File: src/ept_pkg.sv
// ----------------------------------------------------------------------------
// ept_pkg
// Shared widths, register indexes, reset values and controller/datapath types
// for the edge period tachometer.
// ----------------------------------------------------------------------------
`default_nettype none

package ept_pkg;

   localparam int EDGES_WIDTH      = 16;
   localparam int NUM_WIDTH        = 32;
   localparam int PERIOD_OUT_WIDTH = 32;
   localparam int SPEED_WIDTH      = 32;
   localparam int CSR_DATA_WIDTH   = 32;
   localparam int CSR_INDEX_WIDTH  = 1;
   localparam int DIV_COUNT_WIDTH  = $clog2(NUM_WIDTH);

   localparam logic [EDGES_WIDTH-1:0] EDGES_RESET     = 16'd11;
   localparam logic [NUM_WIDTH-1:0]   NUMERATOR_RESET = 32'd800000000;

   typedef logic [CSR_INDEX_WIDTH-1:0] csr_index_type;

   localparam csr_index_type CSR_EDGES_PER_MEASURE = 1'b0;
   localparam csr_index_type CSR_SPEED_NUMERATOR   = 1'b1;

   typedef enum logic [2:0] {
      ST_IDLE   = 3'b001,
      ST_DIVIDE = 3'b010,
      ST_DONE   = 3'b100
   } state_type;

   // controller -> datapath
   typedef struct packed {
      logic accept;      // take the request transaction, update tach state
      logic out_direct;  // load response from cached speed
      logic div_start;   // load divider operands
      logic div_step;    // one quotient bit
      logic out_div;     // load response from divider quotient
   } cmd_type;

   // datapath -> controller
   typedef struct packed {
      logic need_div;
      logic div_last;
      logic rsp_free;
   } status_type;

endpackage

`default_nettype wire

File: src/ept_req_if.sv
// ----------------------------------------------------------------------------
// ept_req_if
// Request channel: one time-base tick with pin level and clear request.
// ----------------------------------------------------------------------------
`default_nettype none

interface ept_req_if;
   logic valid;
   logic ready;
   logic tach_level;
   logic clear_request;

   modport source (output valid, output tach_level, output clear_request, input ready);
   modport sink   (input valid, input tach_level, input clear_request, output ready);
endinterface

`default_nettype wire

File: src/ept_rsp_if.sv
// ----------------------------------------------------------------------------
// ept_rsp_if
// Response channel: speed, measured period and capture flag for each tick.
// ----------------------------------------------------------------------------
`default_nettype none

interface ept_rsp_if;
   logic                                  valid;
   logic                                  ready;
   logic [ept_pkg::SPEED_WIDTH-1:0]       speed;
   logic [ept_pkg::PERIOD_OUT_WIDTH-1:0]  period_ticks;
   logic                                  new_measure;

   modport source (output valid, output speed, output period_ticks, output new_measure,
                   input ready);
   modport sink   (input valid, input speed, input period_ticks, input new_measure,
                   output ready);
endinterface

`default_nettype wire

File: src/ept_ctrl.sv
// ----------------------------------------------------------------------------
// ept_ctrl
// Sequencer: takes ticks, starts the bit-serial divide after a capture or a
// numerator write and hands the quotient to the response register.
// ----------------------------------------------------------------------------
`default_nettype none

module ept_ctrl (
   input  wire                  clock,
   input  wire                  reset,
   input  wire                  req_valid,
   output logic                 req_ready,
   input  ept_pkg::status_type  status,
   output ept_pkg::cmd_type     cmd
);

   ept_pkg::state_type state_ff, state_in;

   assign req_ready = (state_ff == ept_pkg::ST_IDLE) && status.rsp_free;

   always_comb begin
      state_in = state_ff;
      cmd      = '0;
      unique case (state_ff)
         ept_pkg::ST_IDLE: begin
            if (req_valid && req_ready) begin
               cmd.accept = 1'b1;
               if (status.need_div) begin
                  cmd.div_start = 1'b1;
                  state_in      = ept_pkg::ST_DIVIDE;
               end else begin
                  cmd.out_direct = 1'b1;
               end
            end
         end
         ept_pkg::ST_DIVIDE: begin
            cmd.div_step = 1'b1;
            if (status.div_last) begin
               state_in = ept_pkg::ST_DONE;
            end
         end
         ept_pkg::ST_DONE: begin
            if (status.rsp_free) begin
               cmd.out_div = 1'b1;
               state_in    = ept_pkg::ST_IDLE;
            end
         end
         default: begin
            state_in = ept_pkg::ST_IDLE;
         end
      endcase
   end

   always_ff @(posedge clock) begin
      if (reset) begin
         state_ff <= ept_pkg::ST_IDLE;
      end else begin
         state_ff <= state_in;
      end
   end

endmodule

`default_nettype wire

File: src/ept_datapath.sv
// ----------------------------------------------------------------------------
// ept_datapath
// Time base, edge counter, period capture, cached speed, restoring divider
// and the response register.
// ----------------------------------------------------------------------------
`default_nettype none

module ept_datapath #(
   parameter int TIME_WIDTH = 32
) (
   input  wire                                    clock,
   input  wire                                    reset,
   input  wire                                    req_tach_level,
   input  wire                                    req_clear_request,
   input  wire                                    csr_write_enable,
   input  wire  [ept_pkg::CSR_INDEX_WIDTH-1:0]    csr_index,
   input  wire  [ept_pkg::CSR_DATA_WIDTH-1:0]     csr_write_data,
   input  ept_pkg::cmd_type                       cmd,
   output ept_pkg::status_type                    status,
   input  wire                                    rsp_ready,
   output logic                                   rsp_valid,
   output logic [ept_pkg::SPEED_WIDTH-1:0]        rsp_speed,
   output logic [ept_pkg::PERIOD_OUT_WIDTH-1:0]   rsp_period_ticks,
   output logic                                   rsp_new_measure
);

   localparam int NW = ept_pkg::NUM_WIDTH;
   localparam int EW = ept_pkg::EDGES_WIDTH;

   // configuration
   logic [EW-1:0] edges_per_measure_ff, edges_per_measure_in;
   logic [NW-1:0] speed_numerator_ff, speed_numerator_in;
   logic          dirty_ff, dirty_in;   // numerator changed since last divide

   // tach state
   logic [TIME_WIDTH-1:0] time_base_ff, time_base_in;
   logic [TIME_WIDTH-1:0] last_capture_ff, last_capture_in;
   logic [TIME_WIDTH-1:0] period_ff, period_in;
   logic [EW-1:0]         edges_left_ff, edges_left_in;
   logic                  level_ff, level_in;
   logic [NW-1:0]         speed_cache_ff, speed_cache_in;

   // divider
   logic [NW-1:0]                      dq_ff, dq_in;
   logic [TIME_WIDTH-1:0]              rem_ff, rem_in;
   logic [ept_pkg::DIV_COUNT_WIDTH-1:0] count_ff, count_in;
   logic                               captured_ff, captured_in;

   // response
   logic                                 rsp_valid_ff, rsp_valid_in;
   logic [ept_pkg::SPEED_WIDTH-1:0]      rsp_speed_ff, rsp_speed_in;
   logic [ept_pkg::PERIOD_OUT_WIDTH-1:0] rsp_period_ff, rsp_period_in;
   logic                                 rsp_measure_ff, rsp_measure_in;

   logic                  rise;
   logic                  capture;
   logic [TIME_WIDTH-1:0] period_next;
   logic [TIME_WIDTH:0]   rem_shift;
   logic [TIME_WIDTH:0]   rem_diff;
   logic                  q_bit;

   assign rise        = req_tach_level & ~level_ff;
   assign capture     = rise && (edges_left_ff <= EW'(1));
   assign period_next = req_clear_request ? '0 :
                        capture ? (last_capture_ff - time_base_ff) : period_ff;

   assign rem_shift = {rem_ff, dq_ff[NW-1]};
   assign rem_diff  = rem_shift - {1'b0, period_ff};
   assign q_bit     = ~rem_diff[TIME_WIDTH];

   assign status.need_div = (period_next != '0) && (capture || dirty_ff);
   assign status.div_last = (count_ff == ept_pkg::DIV_COUNT_WIDTH'(NW - 1));
   assign status.rsp_free = ~rsp_valid_ff | rsp_ready;

   always_comb begin
      edges_per_measure_in = edges_per_measure_ff;
      speed_numerator_in   = speed_numerator_ff;
      dirty_in             = dirty_ff;
      time_base_in         = time_base_ff;
      last_capture_in      = last_capture_ff;
      period_in            = period_ff;
      edges_left_in        = edges_left_ff;
      level_in             = level_ff;
      speed_cache_in       = speed_cache_ff;
      captured_in          = captured_ff;
      dq_in                = dq_ff;
      rem_in               = rem_ff;
      count_in             = count_ff;
      rsp_speed_in         = rsp_speed_ff;
      rsp_period_in        = rsp_period_ff;
      rsp_measure_in       = rsp_measure_ff;
      rsp_valid_in         = rsp_valid_ff & ~rsp_ready;

      if (cmd.accept) begin
         level_in     = req_tach_level;
         time_base_in = time_base_ff - TIME_WIDTH'(1);
         period_in    = period_next;
         captured_in  = capture;
         if (capture) begin
            last_capture_in = time_base_ff;
            edges_left_in   = edges_per_measure_ff;
         end else if (rise) begin
            edges_left_in = edges_left_ff - EW'(1);
         end
      end

      if (cmd.out_direct) begin
         // no divide needed: either the period is zero or cached speed is current
         if (period_next == '0) begin
            speed_cache_in = '0;
         end
         dirty_in       = 1'b0;
         rsp_valid_in   = 1'b1;
         rsp_speed_in   = (period_next == '0) ? '0 : speed_cache_ff;
         rsp_period_in  = ept_pkg::PERIOD_OUT_WIDTH'(period_next);
         rsp_measure_in = capture;
      end

      if (cmd.div_start) begin
         dq_in    = speed_numerator_ff;
         rem_in   = '0;
         count_in = '0;
      end

      if (cmd.div_step) begin
         rem_in   = q_bit ? rem_diff[TIME_WIDTH-1:0] : rem_shift[TIME_WIDTH-1:0];
         dq_in    = {dq_ff[NW-2:0], q_bit};
         count_in = count_ff + ept_pkg::DIV_COUNT_WIDTH'(1);
      end

      if (cmd.out_div) begin
         speed_cache_in = dq_ff;
         dirty_in       = 1'b0;
         rsp_valid_in   = 1'b1;
         rsp_speed_in   = dq_ff;
         rsp_period_in  = ept_pkg::PERIOD_OUT_WIDTH'(period_ff);
         rsp_measure_in = captured_ff;
      end

      if (csr_write_enable) begin
         unique case (csr_index)
            ept_pkg::CSR_EDGES_PER_MEASURE: begin
               edges_per_measure_in = csr_write_data[EW-1:0];
            end
            ept_pkg::CSR_SPEED_NUMERATOR: begin
               speed_numerator_in = csr_write_data[NW-1:0];
               dirty_in           = 1'b1;
            end
            default: begin
            end
         endcase
      end
   end

   always_ff @(posedge clock) begin
      if (reset) begin
         edges_per_measure_ff <= ept_pkg::EDGES_RESET;
         speed_numerator_ff   <= ept_pkg::NUMERATOR_RESET;
         dirty_ff             <= 1'b0;
         time_base_ff         <= '1;
         last_capture_ff      <= '0;
         period_ff            <= '0;
         edges_left_ff        <= ept_pkg::EDGES_RESET;
         level_ff             <= 1'b0;
         speed_cache_ff       <= '0;
         rsp_valid_ff         <= 1'b0;
      end else begin
         edges_per_measure_ff <= edges_per_measure_in;
         speed_numerator_ff   <= speed_numerator_in;
         dirty_ff             <= dirty_in;
         time_base_ff         <= time_base_in;
         last_capture_ff      <= last_capture_in;
         period_ff            <= period_in;
         edges_left_ff        <= edges_left_in;
         level_ff             <= level_in;
         speed_cache_ff       <= speed_cache_in;
         rsp_valid_ff         <= rsp_valid_in;
      end
   end

   always_ff @(posedge clock) begin
      captured_ff    <= captured_in;
      dq_ff          <= dq_in;
      rem_ff         <= rem_in;
      count_ff       <= count_in;
      rsp_speed_ff   <= rsp_speed_in;
      rsp_period_ff  <= rsp_period_in;
      rsp_measure_ff <= rsp_measure_in;
   end

   assign rsp_valid        = rsp_valid_ff;
   assign rsp_speed        = rsp_speed_ff;
   assign rsp_period_ticks = rsp_period_ff;
   assign rsp_new_measure  = rsp_measure_ff;

endmodule

`default_nettype wire

File: src/edge_period_tachometer_unit.sv
// ----------------------------------------------------------------------------
// edge_period_tachometer_unit
// Period-measuring tachometer: each request transaction is one time-base
// tick; each tick yields one response with speed, period and capture flag.
// ----------------------------------------------------------------------------
// Usage:
//   req_ch carries one tick per transaction (pin level, clear request).
//   rsp_ch returns exactly one transaction per tick, in order, from an
//   output register.
//   csr_* writes edges_per_measure (index 0) or speed_numerator (index 1);
//   write only while no tick is in flight.
// Timing:
//   A tick that needs no new quotient (no capture, cached speed valid)
//   is answered directly: the response is registered at the accepting
//   edge and the next tick may follow in the next cycle unless rsp_ch stalls.
//   A tick with a nonzero period that is a capture or the first after a
//   numerator write runs the restoring divider one quotient bit per cycle,
//   then loads the quotient into the response register once rsp_ch can
//   take it. No tick is taken meanwhile.
// Reset (synchronous): time base to all ones, counters and period to their
//   initial values, registers to defaults, response register emptied.
// Stall: while rsp_ch.ready is low with a response held, req_ch.ready is low.
// ----------------------------------------------------------------------------
`default_nettype none

module edge_period_tachometer_unit #(
   parameter int TIME_WIDTH = 32
) (
   input  wire                                  clock,
   input  wire                                  reset,
   ept_req_if.sink                              req_ch,
   ept_rsp_if.source                            rsp_ch,
   input  wire                                  csr_write_enable,
   input  wire  [ept_pkg::CSR_INDEX_WIDTH-1:0]  csr_index,
   input  wire  [ept_pkg::CSR_DATA_WIDTH-1:0]   csr_write_data
);

   ept_pkg::cmd_type    cmd;
   ept_pkg::status_type status;
   logic                req_ready;

   assign req_ch.ready = req_ready;

   ept_ctrl u_ctrl (
      .clock     (clock),
      .reset     (reset),
      .req_valid (req_ch.valid),
      .req_ready (req_ready),
      .status    (status),
      .cmd       (cmd)
   );

   ept_datapath #(
      .TIME_WIDTH (TIME_WIDTH)
   ) u_datapath (
      .clock             (clock),
      .reset             (reset),
      .req_tach_level    (req_ch.tach_level),
      .req_clear_request (req_ch.clear_request),
      .csr_write_enable  (csr_write_enable),
      .csr_index         (csr_index),
      .csr_write_data    (csr_write_data),
      .cmd               (cmd),
      .status            (status),
      .rsp_ready         (rsp_ch.ready),
      .rsp_valid         (rsp_ch.valid),
      .rsp_speed         (rsp_ch.speed),
      .rsp_period_ticks  (rsp_ch.period_ticks),
      .rsp_new_measure   (rsp_ch.new_measure)
   );

`ifndef ASSERT_OFF
   // a nonzero speed only comes with a nonzero period
   assert property (@(posedge clock) disable iff (reset)
      rsp_ch.valid |-> (rsp_ch.period_ticks != '0 || rsp_ch.speed == '0))
      else $error("speed nonzero with zero period");

   // a tick is never taken while a held response cannot drain
   assert property (@(posedge clock) disable iff (reset)
      (req_ch.valid && req_ch.ready) |-> (!rsp_ch.valid || rsp_ch.ready))
      else $error("tick accepted over a stalled response");

   // period fits the time base width
   assert property (@(posedge clock) disable iff (reset)
      rsp_ch.valid |-> ((rsp_ch.period_ticks >> TIME_WIDTH) == '0))
      else $error("period wider than time base");

   // after a tick that needs no divide is taken, a response is pending or issued by the next edge
   assert property (@(posedge clock) disable iff (reset)
      (req_ch.valid && req_ch.ready && !cmd.div_start) |=> rsp_ch.valid)
      else $error("response missing after direct tick");
`endif

endmodule

`default_nettype wire

File: src/flat_wrapper.sv
// flat-port wrapper written by rule: the top's interface ports become plain ports
module edge_period_tachometer_unit_flat 
#(
   parameter int TIME_WIDTH = 32
)
  (clock, reset, csr_write_enable, csr_index, csr_write_data, req_ch_valid, req_ch_tach_level, req_ch_clear_request, req_ch_ready, rsp_ch_valid, rsp_ch_speed, rsp_ch_period_ticks, rsp_ch_new_measure, rsp_ch_ready);
  ept_req_if req_ch_i ();
  ept_rsp_if rsp_ch_i ();
  input  wire clock;
  input  wire reset;
  input  wire csr_write_enable;
  input  wire  [ept_pkg::CSR_INDEX_WIDTH-1:0] csr_index;
  input  wire  [ept_pkg::CSR_DATA_WIDTH-1:0] csr_write_data;
  input wire logic [$bits(req_ch_i.valid)-1:0] req_ch_valid;
  input wire logic [$bits(req_ch_i.tach_level)-1:0] req_ch_tach_level;
  input wire logic [$bits(req_ch_i.clear_request)-1:0] req_ch_clear_request;
  output wire logic [$bits(req_ch_i.ready)-1:0] req_ch_ready;
  output wire logic [$bits(rsp_ch_i.valid)-1:0] rsp_ch_valid;
  output wire logic [$bits(rsp_ch_i.speed)-1:0] rsp_ch_speed;
  output wire logic [$bits(rsp_ch_i.period_ticks)-1:0] rsp_ch_period_ticks;
  output wire logic [$bits(rsp_ch_i.new_measure)-1:0] rsp_ch_new_measure;
  input wire logic [$bits(rsp_ch_i.ready)-1:0] rsp_ch_ready;
  assign req_ch_i.valid = req_ch_valid;
  assign req_ch_i.tach_level = req_ch_tach_level;
  assign req_ch_i.clear_request = req_ch_clear_request;
  assign req_ch_ready = req_ch_i.ready;
  assign rsp_ch_valid = rsp_ch_i.valid;
  assign rsp_ch_speed = rsp_ch_i.speed;
  assign rsp_ch_period_ticks = rsp_ch_i.period_ticks;
  assign rsp_ch_new_measure = rsp_ch_i.new_measure;
  assign rsp_ch_i.ready = rsp_ch_ready;
  edge_period_tachometer_unit #(.TIME_WIDTH(TIME_WIDTH)) u_core (.clock(clock), .reset(reset), .req_ch(req_ch_i), .rsp_ch(rsp_ch_i), .csr_write_enable(csr_write_enable), .csr_index(csr_index), .csr_write_data(csr_write_data));
endmodule
File: config.mk
export PLATFORM = sky130hd
export DESIGN_NAME = edge_period_tachometer_unit_flat
export DESIGN_NICKNAME = d
export VERILOG_FILES = /design/src/ept_pkg.sv /design/src/ept_req_if.sv /design/src/ept_rsp_if.sv /design/src/ept_ctrl.sv /design/src/ept_datapath.sv /design/src/edge_period_tachometer_unit.sv /design/src/flat_wrapper.sv
export SDC_FILE = /design/constraint.sdc
export NUM_CORES = 1
export LEC_CHECK = 0
export BUFFER_PORTS_ARGS = -buffer_cell sky130_fd_sc_hd__buf_2
export CORE_AREA = 2 2 205 207
export CTS_CLUSTER_DIAMETER = 100
export DETAILED_ROUTE_END_ITERATION = 12
export DIE_AREA = 0 0 207 209
export HOLD_SLACK_MARGIN = 0.02
export SLEW_MARGIN = 20
export SYNTH_ARGS = -nofsm -noshare
export SYNTH_HDL_FRONTEND = slang
export SYNTH_HIERARCHICAL = 1
export SYNTH_SLANG_ARGS = --single-unit
File: constraint.sdc
create_clock -name clock -period 7.6 [get_ports clock]
set_input_delay 0 -clock clock [delete_from_list [all_inputs] [get_ports clock]]
set_output_delay 0 -clock clock [all_outputs]
set_load 0.1 [all_outputs]
==> results of run 1 <==
-- through the flow --
step | util [%] | setup slack (ns) | cell area, sq um | total power, mW
2_1_floorplan | - | 2.08 | 18300 | 2.28
3_3_place_gp | 46.3 | 2.06 | 19100 | 2.35
3_5_place_dp | 46.3 | 1.98 | 19100 | 2.36
4_1_cts | 50.8 | 1.96 | 21000 | 4.22
5_1_grt | 50.8 | 1.52 | 21000 | 4.32
6_report | 50.8 | 1.98 | 21000 | 4.17
-- layout by cell type (no fill, tap or decap), types with 34 or more instances in the layout --
master,n
nand2_1,289
dfxtp_1,198
a21oi_1,136
edfxtp_1,135
buf_2,105
nor2_1,95
o21ai_0,93
inv_1,87
ha_1,68
nand2b_1,66
dlygate4sd3_1,62
mux2_2,51
xnor2_1,50
mux2i_1,50
nor3_1,41
clkbuf_16,40
nor2b_1,38
o22a_1,34
-- per-layer routing --
layer  GRT usage (%)  wire [um]
met1            27.9      20900
met2            35.6      22200
met3            3.61       2110
met4            5.94        997
met5               0          0
-- worst max path at each step --
stage                                                                  end                                             start
after global placement    u_core/u_datapath/rsp_period_ticks[15]$_DFFE_PP_           u_core/u_datapath/level_ff$_SDFFE_PP0P_
after detailed placement  u_core/u_datapath/rsp_period_ticks[15]$_DFFE_PP_           u_core/u_datapath/level_ff$_SDFFE_PP0P_
final                     u_core/u_datapath/rsp_period_ticks[15]$_DFFE_PP_  u_core/u_datapath/edges_left_ff[13]$_SDFFE_PP0P_
after floorplan                u_core/u_datapath/rsp_new_measure$_DFFE_PP_   u_core/u_datapath/edges_left_ff[8]$_SDFFE_PP0P_
after global routing      u_core/u_datapath/rsp_period_ticks[13]$_DFFE_PP_  u_core/u_datapath/edges_left_ff[13]$_SDFFE_PP0P_
after CTS                 u_core/u_datapath/rsp_period_ticks[13]$_DFFE_PP_           u_core/u_datapath/level_ff$_SDFFE_PP0P_
-- sequential cells by signal, indices dropped and copies added, names as in the netlist, 3 cells and up --
name	count
u_core/u_datapath/speed_cache_ff	32
u_core/u_datapath/edges_per_measure_ff	16
u_core/u_datapath/time_base_ff	32
u_core/u_datapath/speed_numerator_ff	32
u_core/u_datapath/period_ff	32
u_core/u_datapath/count_ff	5
u_core/u_datapath/edges_left_ff	16
u_core/u_datapath/rem_ff	32
u_core/u_ctrl/state_ff	3
u_core/u_datapath/rsp_period_ticks	32
u_core/u_datapath/last_capture_ff	32
u_core/u_datapath/rsp_speed	32
u_core/u_datapath/dq_ff	32
-- worst min-delay path: stages --
cell and delay (ns):
buf_2 0.31, nor2_1 0.18, mux2i_1 0.07, nor2_1 0.07
-- timing repair --
action | in CTS | in global routing
buffers inserted | 0 | 0
endpoints found under the setup margin | 0 | 0
hold endpoints to repair | 57 | 0
hold buffers | 62 | 0
-- power by group through the flow --
stage,Clock [mW],Sequential [mW],Combinational (mW)
3_5_place_dp,0,1.97,0.391
6_report,1.83,1.93,0.416
5_1_grt,1.95,1.93,0.441
3_3_place_gp,0,1.97,0.389
4_1_cts,1.88,1.93,0.416
2_1_floorplan,0,2.12,0.162
-- final cells by class --
| type | count | area [sq um] |
|---|---|---|
| inverters | 89 | 347 |
| clock buffers | 55 | 1120 |
| multi-input cells | 1419 | 9400 |
| fillers | 3871 | 20300 |
| flip-flops and latches | 333 | 8020 |
| well taps | 539 | 674 |
| clock inverters | 15 | 138 |
| repair buffers | 186 | 1310 |
-- cells by family (layout without fill, tap and decap cells) --
| logic type | after synthesis | in the layout | share of synthesized area (%) |
|---|---|---|---|
| simple gates | 696 | 696 | 19.0 |
| fa+ha+maj | 70 | 70 | 4.88 |
| compound gates | 487 | 487 | 18.4 |
| flops | 333 | 333 | 43.9 |
| xor+xnor | 65 | 65 | 3.12 |
| buf+inv | 206 | 345 | 4.86 |
| mux | 101 | 101 | 5.88 |
==> impl_metrics.yaml, run 1 <==
outcome:
  status: "finished clean"
global_route:
  grt_overflow: 0
  track_usage_pct: 21.1
  grt_start_max_net_pins: 102
  antenna_found_initial: 0
  grt_pass1_vias: 14300
  grt_pass1_wl_um: 75400
critical_path:
  crit_chain: "or4b_2 > nor4b_1 > and3_1 > buf_4 > o311ai_0 > or4_1 > nor4_2 > nand4_1 > nor3_4 > nor2_1 > nor2b_1 > nor2_1 > inv_2 > buf_4"
  crit_buf_inv: 3
  crit_type: "flip-flop to flip-flop"
  r2r-start: "u_core/u_datapath/edges_left_ff[13]$_SDFFE_PP0P_"
  endpoint_kind: "flip-flop"
  critPathArrivalTime_ns: 5.80
  slowest_delay_ns: 0.71
  crit_family: "simple AND/OR/NAND/NOR gates"
  reg2reg_depth: 14
  crit_fanout: 52
  path_depth: 14
  reg2reg_setup_slack_ns: 1.98
  crit_slowest_cell: "and3_1"
  cp.required_ns: 7.78
  rr_endpoint: "u_core/u_datapath/rsp_period_ticks[15]$_DFFE_PP_"
  crit_path_start_kind: "flip-flop"
yosys:
  synth_top_cells_by_count: "nand2_1 (289), dfxtp_1 (198), a21oi_1 (136), edfxtp_1 (135), clkbuf_1 (98)"
  syn_avg_cell_area_sq_um: 9.33
  synth.most_common_cell: "nand2_1"
  synth.area.top_cells: "edfxtp_1 (22%), dfxtp_1 (22%), nand2_1 (5.9%)"
  synthCells: 1958
  synth_edf_count: 135
  synth_fp_nets: 2068
  async_flop_share_pct: 0
  ys_warn_count: 6
  yosysTopAreaCell: "edfxtp_1"
  yosysUniqueCellTypes: 85
  yosys_most_used_dff: "dfxtp_1"
  yosysTopAreaCellShare_pct: 22.2
  ys_seq_area_share_pct: 43.9
  syn-cell-area_sq_mm: 0.0183
  ys_seq_elements: 333
sta:
  fmax_mhz: 178
  final-setup-viol-count: 0
  period_share_pct: 74.0
  finalHoldViolCount: 0
  slew_headroom_pct: 28.5
  rsz0062_at_grt: "false"
  setup-tns-final_ns: 0
  fin_skew_ns: 0.0204
  drv_slew: 0
  tightest_slew_ns: 1.07
  whs_ns: 0.132
  min_period_ns: 5.62
cts:
  cts.path.max_buffers: 3
  cts_max_level: 2
  cts_made_buffers: 38
  clk_pin_slew_worst_paths_ns: 0.06
  clk_latency_ns: 0.56
  cts_sinks: 333
  cts_root_buffer: "clkbuf_16"
  cts_tree: "yes"
  postCtsResizedCells: 0
power:
  p_int_mw: 3.07
  vdd.ir_drop.worst_uv: 149
  p_switching_mw: 1.10
  p_leak_nw: 8.09
  p_per_area_mw_per_mm2: 199
  power.share.clock_pct: 43.8
  sw_frac_of_total_pct: 26.5
  pwr-share-comb_pct: 10.0
  seqPwrFrac_pct: 46.2
die:
  io_pins: 107
  rows: 75
  dieArea_sq_mm: 0.0433
  start_util_pct: 44.2
  core_area_sq_mm: 0.0413
  die_height_um: 209
  die_width_um: 207
place:
  dp_hpwl_um: 31100
  portBuffers: 106
  placed_cells: 2504
  gp_congestion: 0.872
run:
  cap_violations: 0
routing:
  postRouteAntennaNets: 0
  via_count: 14700
  vias_per_cell: 5.57
  drc: 0
  drtIter0Drc: 879
  firstDrtPassIters: 5
  wl_per_cell_um: 17.5
  wl_um: 46200
layout:
  layoutNonFillerInstCount: 2636
  syn2layout_area_growth_pct: 14.9
  nets: 2177
  antennaDiodeCount: 0
  final_layout_size_suffix_gt1_share_pct: 15.0
min_path:
  timing.hold.worst.start: "req_ch_clear_request"
  hold_path_class: "input port to flip-flop"
  hold_end: "u_core/u_datapath/period_ff[21]$_SDFFE_PP0P_"
  min_path_cells: 4
(Power assumes the default switching activity.)
==> inputs of run 2 (changes only) <==
==> constraint.sdc (replaced) <==
create_clock -name clock -period 5.54 [get_ports clock]
set_input_delay 0 -clock clock [delete_from_list [all_inputs] [get_ports clock]]
set_output_delay 0 -clock clock [all_outputs]
set_load 0.1 [all_outputs]
==> run 2 against run 1 <==
Final cell count up 0.11%. Via count is 0.28% higher. Largest power group unchanged. Highest routed layer unchanged. Critical path depth up 2. Largest cell class unchanged. Sequential share of layout area down 0.15 points. First-iteration DRC count rose by 6.0%. Clock-buffer cell count rose by 1. Utilization rose by 0.20 points. Register-to-register slack got worse by 1.7 ns.
==> impl_metrics.yaml, run 2 (synthesis gave the netlist of run 1 again) <==
min_path:
  hold_path_class: "input port to flip-flop"
  hold_end: "u_core/u_datapath/period_ff[16]$_SDFFE_PP0P_"
  min_path_cells: 4
  timing.hold.worst.start: "req_ch_clear_request"
critical_path:
  critPathMostFrequentCell: "or3_4"
  crit_path_start_kind: "flip-flop"
  rr_endpoint: "u_core/u_datapath/speed_cache_ff[27]$_SDFFE_PP0P_"
  slowest_delay_ns: 0.67
  reg2reg_setup_slack_ns: 0.32
  crit_fanout: 32
  critPathArrivalTime_ns: 5.62
  reg2reg_depth: 16
  crit_type: "flip-flop to flip-flop"
  crit_chain: "or3_4 > or3_4 > or4_4 > clkinv_8 > nand4_4 > o41ai_2 > nand4b_1 > or4_1 > nor4_2 > nand4_1 > nor3_4 > nor2_1 > nor2b_1 > or2_2 > o22a_1 > o31ai_2"
  cp.required_ns: 5.94
  r2r-start: "u_core/u_datapath/edges_left_ff[8]$_SDFFE_PP0P_"
  crit_slowest_cell: "or2_2"
  endpoint_kind: "flip-flop"
cts:
  cts_root_buffer: "clkbuf_16"
  cts_max_level: 2
  clk_pin_slew_worst_paths_ns: 0.05
  cts_tree: "yes"
  clk_latency_ns: 0.56
  cts_made_buffers: 38
  post-cts-setup-buffers: 0
  cts.path.max_buffers: 3
  cts_sinks: 333
die:
  die_height_um: 209
  rows: 75
  io_pins: 107
  start_util_pct: 44.2
  dieArea_sq_mm: 0.0433
  core_area_sq_mm: 0.0413
  die_width_um: 207
routing:
  postRouteAntennaNets: 0
  vias_per_cell: 5.58
  wl_per_cell_um: 17.4
  drc: 0
  firstDrtPassIters: 5
  drtIter0Drc: 932
  via_count: 14700
  wl_um: 45800
place:
  gp_congestion: 0.888
  portBuffers: 106
  dp_hpwl_um: 30800
  postPlaceCellArea_sq_mm: 0.0192
  placed_cells: 2514
global_route:
  grt.met3_usage_pct: 2.95
  grtUsageMet2_pct: 36.1
  grt_overflow: 0
  grt_pass1_wl_um: 74700
  grt_pass1_vias: 14300
  grt_start_max_net_pins: 97
  track_usage_pct: 21.0
  antenna_found_initial: 0
  grt.busiest_layer: "met2"
  globalRouteMet1Util_pct: 27.1
sta:
  drv_slew: 0
  whs_ns: 0.0834
  fin_skew_ns: 0.0204
  min_period_ns: 5.22
  setup-tns-final_ns: 0
  period_share_pct: 94.2
  finalHoldViolCount: 0
  rsz0062_at_grt: "false"
  tightest_slew_ns: 1.04
  fmax_mhz: 192
  slew_headroom_pct: 30.4
  final-setup-viol-count: 0
layout:
  fin_area_sq_mm: 0.0211
  nets: 2183
  final_common_cell: "nand2_1"
  final_layout_size_suffix_gt1_share_pct: 15.4
  layout_common_cells: "nand2_1 (288), dfxtp_1 (198), a21oi_1 (136)"
  layoutNonFillerInstCount: 2639
  nFillCells: 3823
  syn2layout_area_growth_pct: 15.4
  antennaDiodeCount: 0
power:
  p_leak_nw: 8.14
  vdd.ir_drop.worst_uv: 264
  p_per_area_mw_per_mm2: 272
outcome:
  status: "finished clean"
run:
  cap_violations: 0
## run 2: report_power, final
| part | internal, mW | switching, mW | total [mW] | leakage, nW |
|---|---|---|---|---|
| registers | 2.61 | 0.0296 | 2.64 | 2.95 |
| clock network | 1.51 | 1.01 | 2.53 | 0.621 |
| logic | 0.136 | 0.440 | 0.576 | 4.57 |
| total | 4.26 | 1.48 | 5.74 | 8.14 |
## run 2: layout make-up
class                      count  area, sq um  share of cell area [%]
multi-input combinational   1419         9400                    44.6
sequential                   333         8020                    38.0
timing repair buffer         192         1380                    6.54
clock buffer                  56         1130                    5.37
tap                          539          674                    3.20
inverter                      89          347                    1.64
clock inverter                11          128                   0.605
## run 2: what timing repair did
action / CTS / global route
hold buffers: 58 / 0
resized for setup: 0 / 0
hold endpoints to repair: 69 / 0
## run 2: critical path: cells and delay by family, from the launching register on
family	cells	cell delay [ns]
compound gates	3	0.66
buf+inv	1	0.12
flops	1	0.35
simple gates	12	3.91
## run 2: routing by layer
layer / vias up / wire length, um / part of all wire [%]
li1: 7282 / - / -
met1: 7086 / 20700 / 45
met2: 303 / 22100 / 48
met3: 59 / 2000 / 4.4
met4: 0 / 994 / 2.2
met5: - / 0 / 0
## run 2: worst max-delay path by stage
stage | startpoint | to | slack (ns)
floorplan | u_core/u_datapath/edges_left_ff[8]$_SDFFE_PP0P_ | u_core/u_datapath/rsp_new_measure$_DFFE_PP_ | 0.02
global placement | u_core/u_datapath/edges_left_ff[8]$_SDFFE_PP0P_ | u_core/u_datapath/dq_ff[15]$_DFFE_PP_ | 0.43
detailed placement | u_core/u_datapath/edges_left_ff[8]$_SDFFE_PP0P_ | u_core/u_datapath/rem_ff[27]$_SDFFCE_PN0P_ | 0.41
CTS | u_core/u_datapath/edges_left_ff[8]$_SDFFE_PP0P_ | u_core/u_datapath/rem_ff[31]$_SDFFCE_PN0P_ | 0.39
global route | u_core/u_datapath/edges_left_ff[8]$_SDFFE_PP0P_ | u_core/u_datapath/speed_cache_ff[27]$_SDFFE_PP0P_ | 0.12
finish | u_core/u_datapath/edges_left_ff[8]$_SDFFE_PP0P_ | u_core/u_datapath/speed_cache_ff[27]$_SDFFE_PP0P_ | 0.32
## run 2: stage by stage
step           worst slack, ns  power [mW]  util, %
5_1_grt                  0.123        5.95     51.0
3_5_place_dp             0.410        3.24     46.6
3_3_place_gp             0.431        3.23     46.6
6_report                 0.321        5.74     51.0
4_1_cts                  0.393        5.81     51.0
2_1_floorplan           0.0208        3.13        -
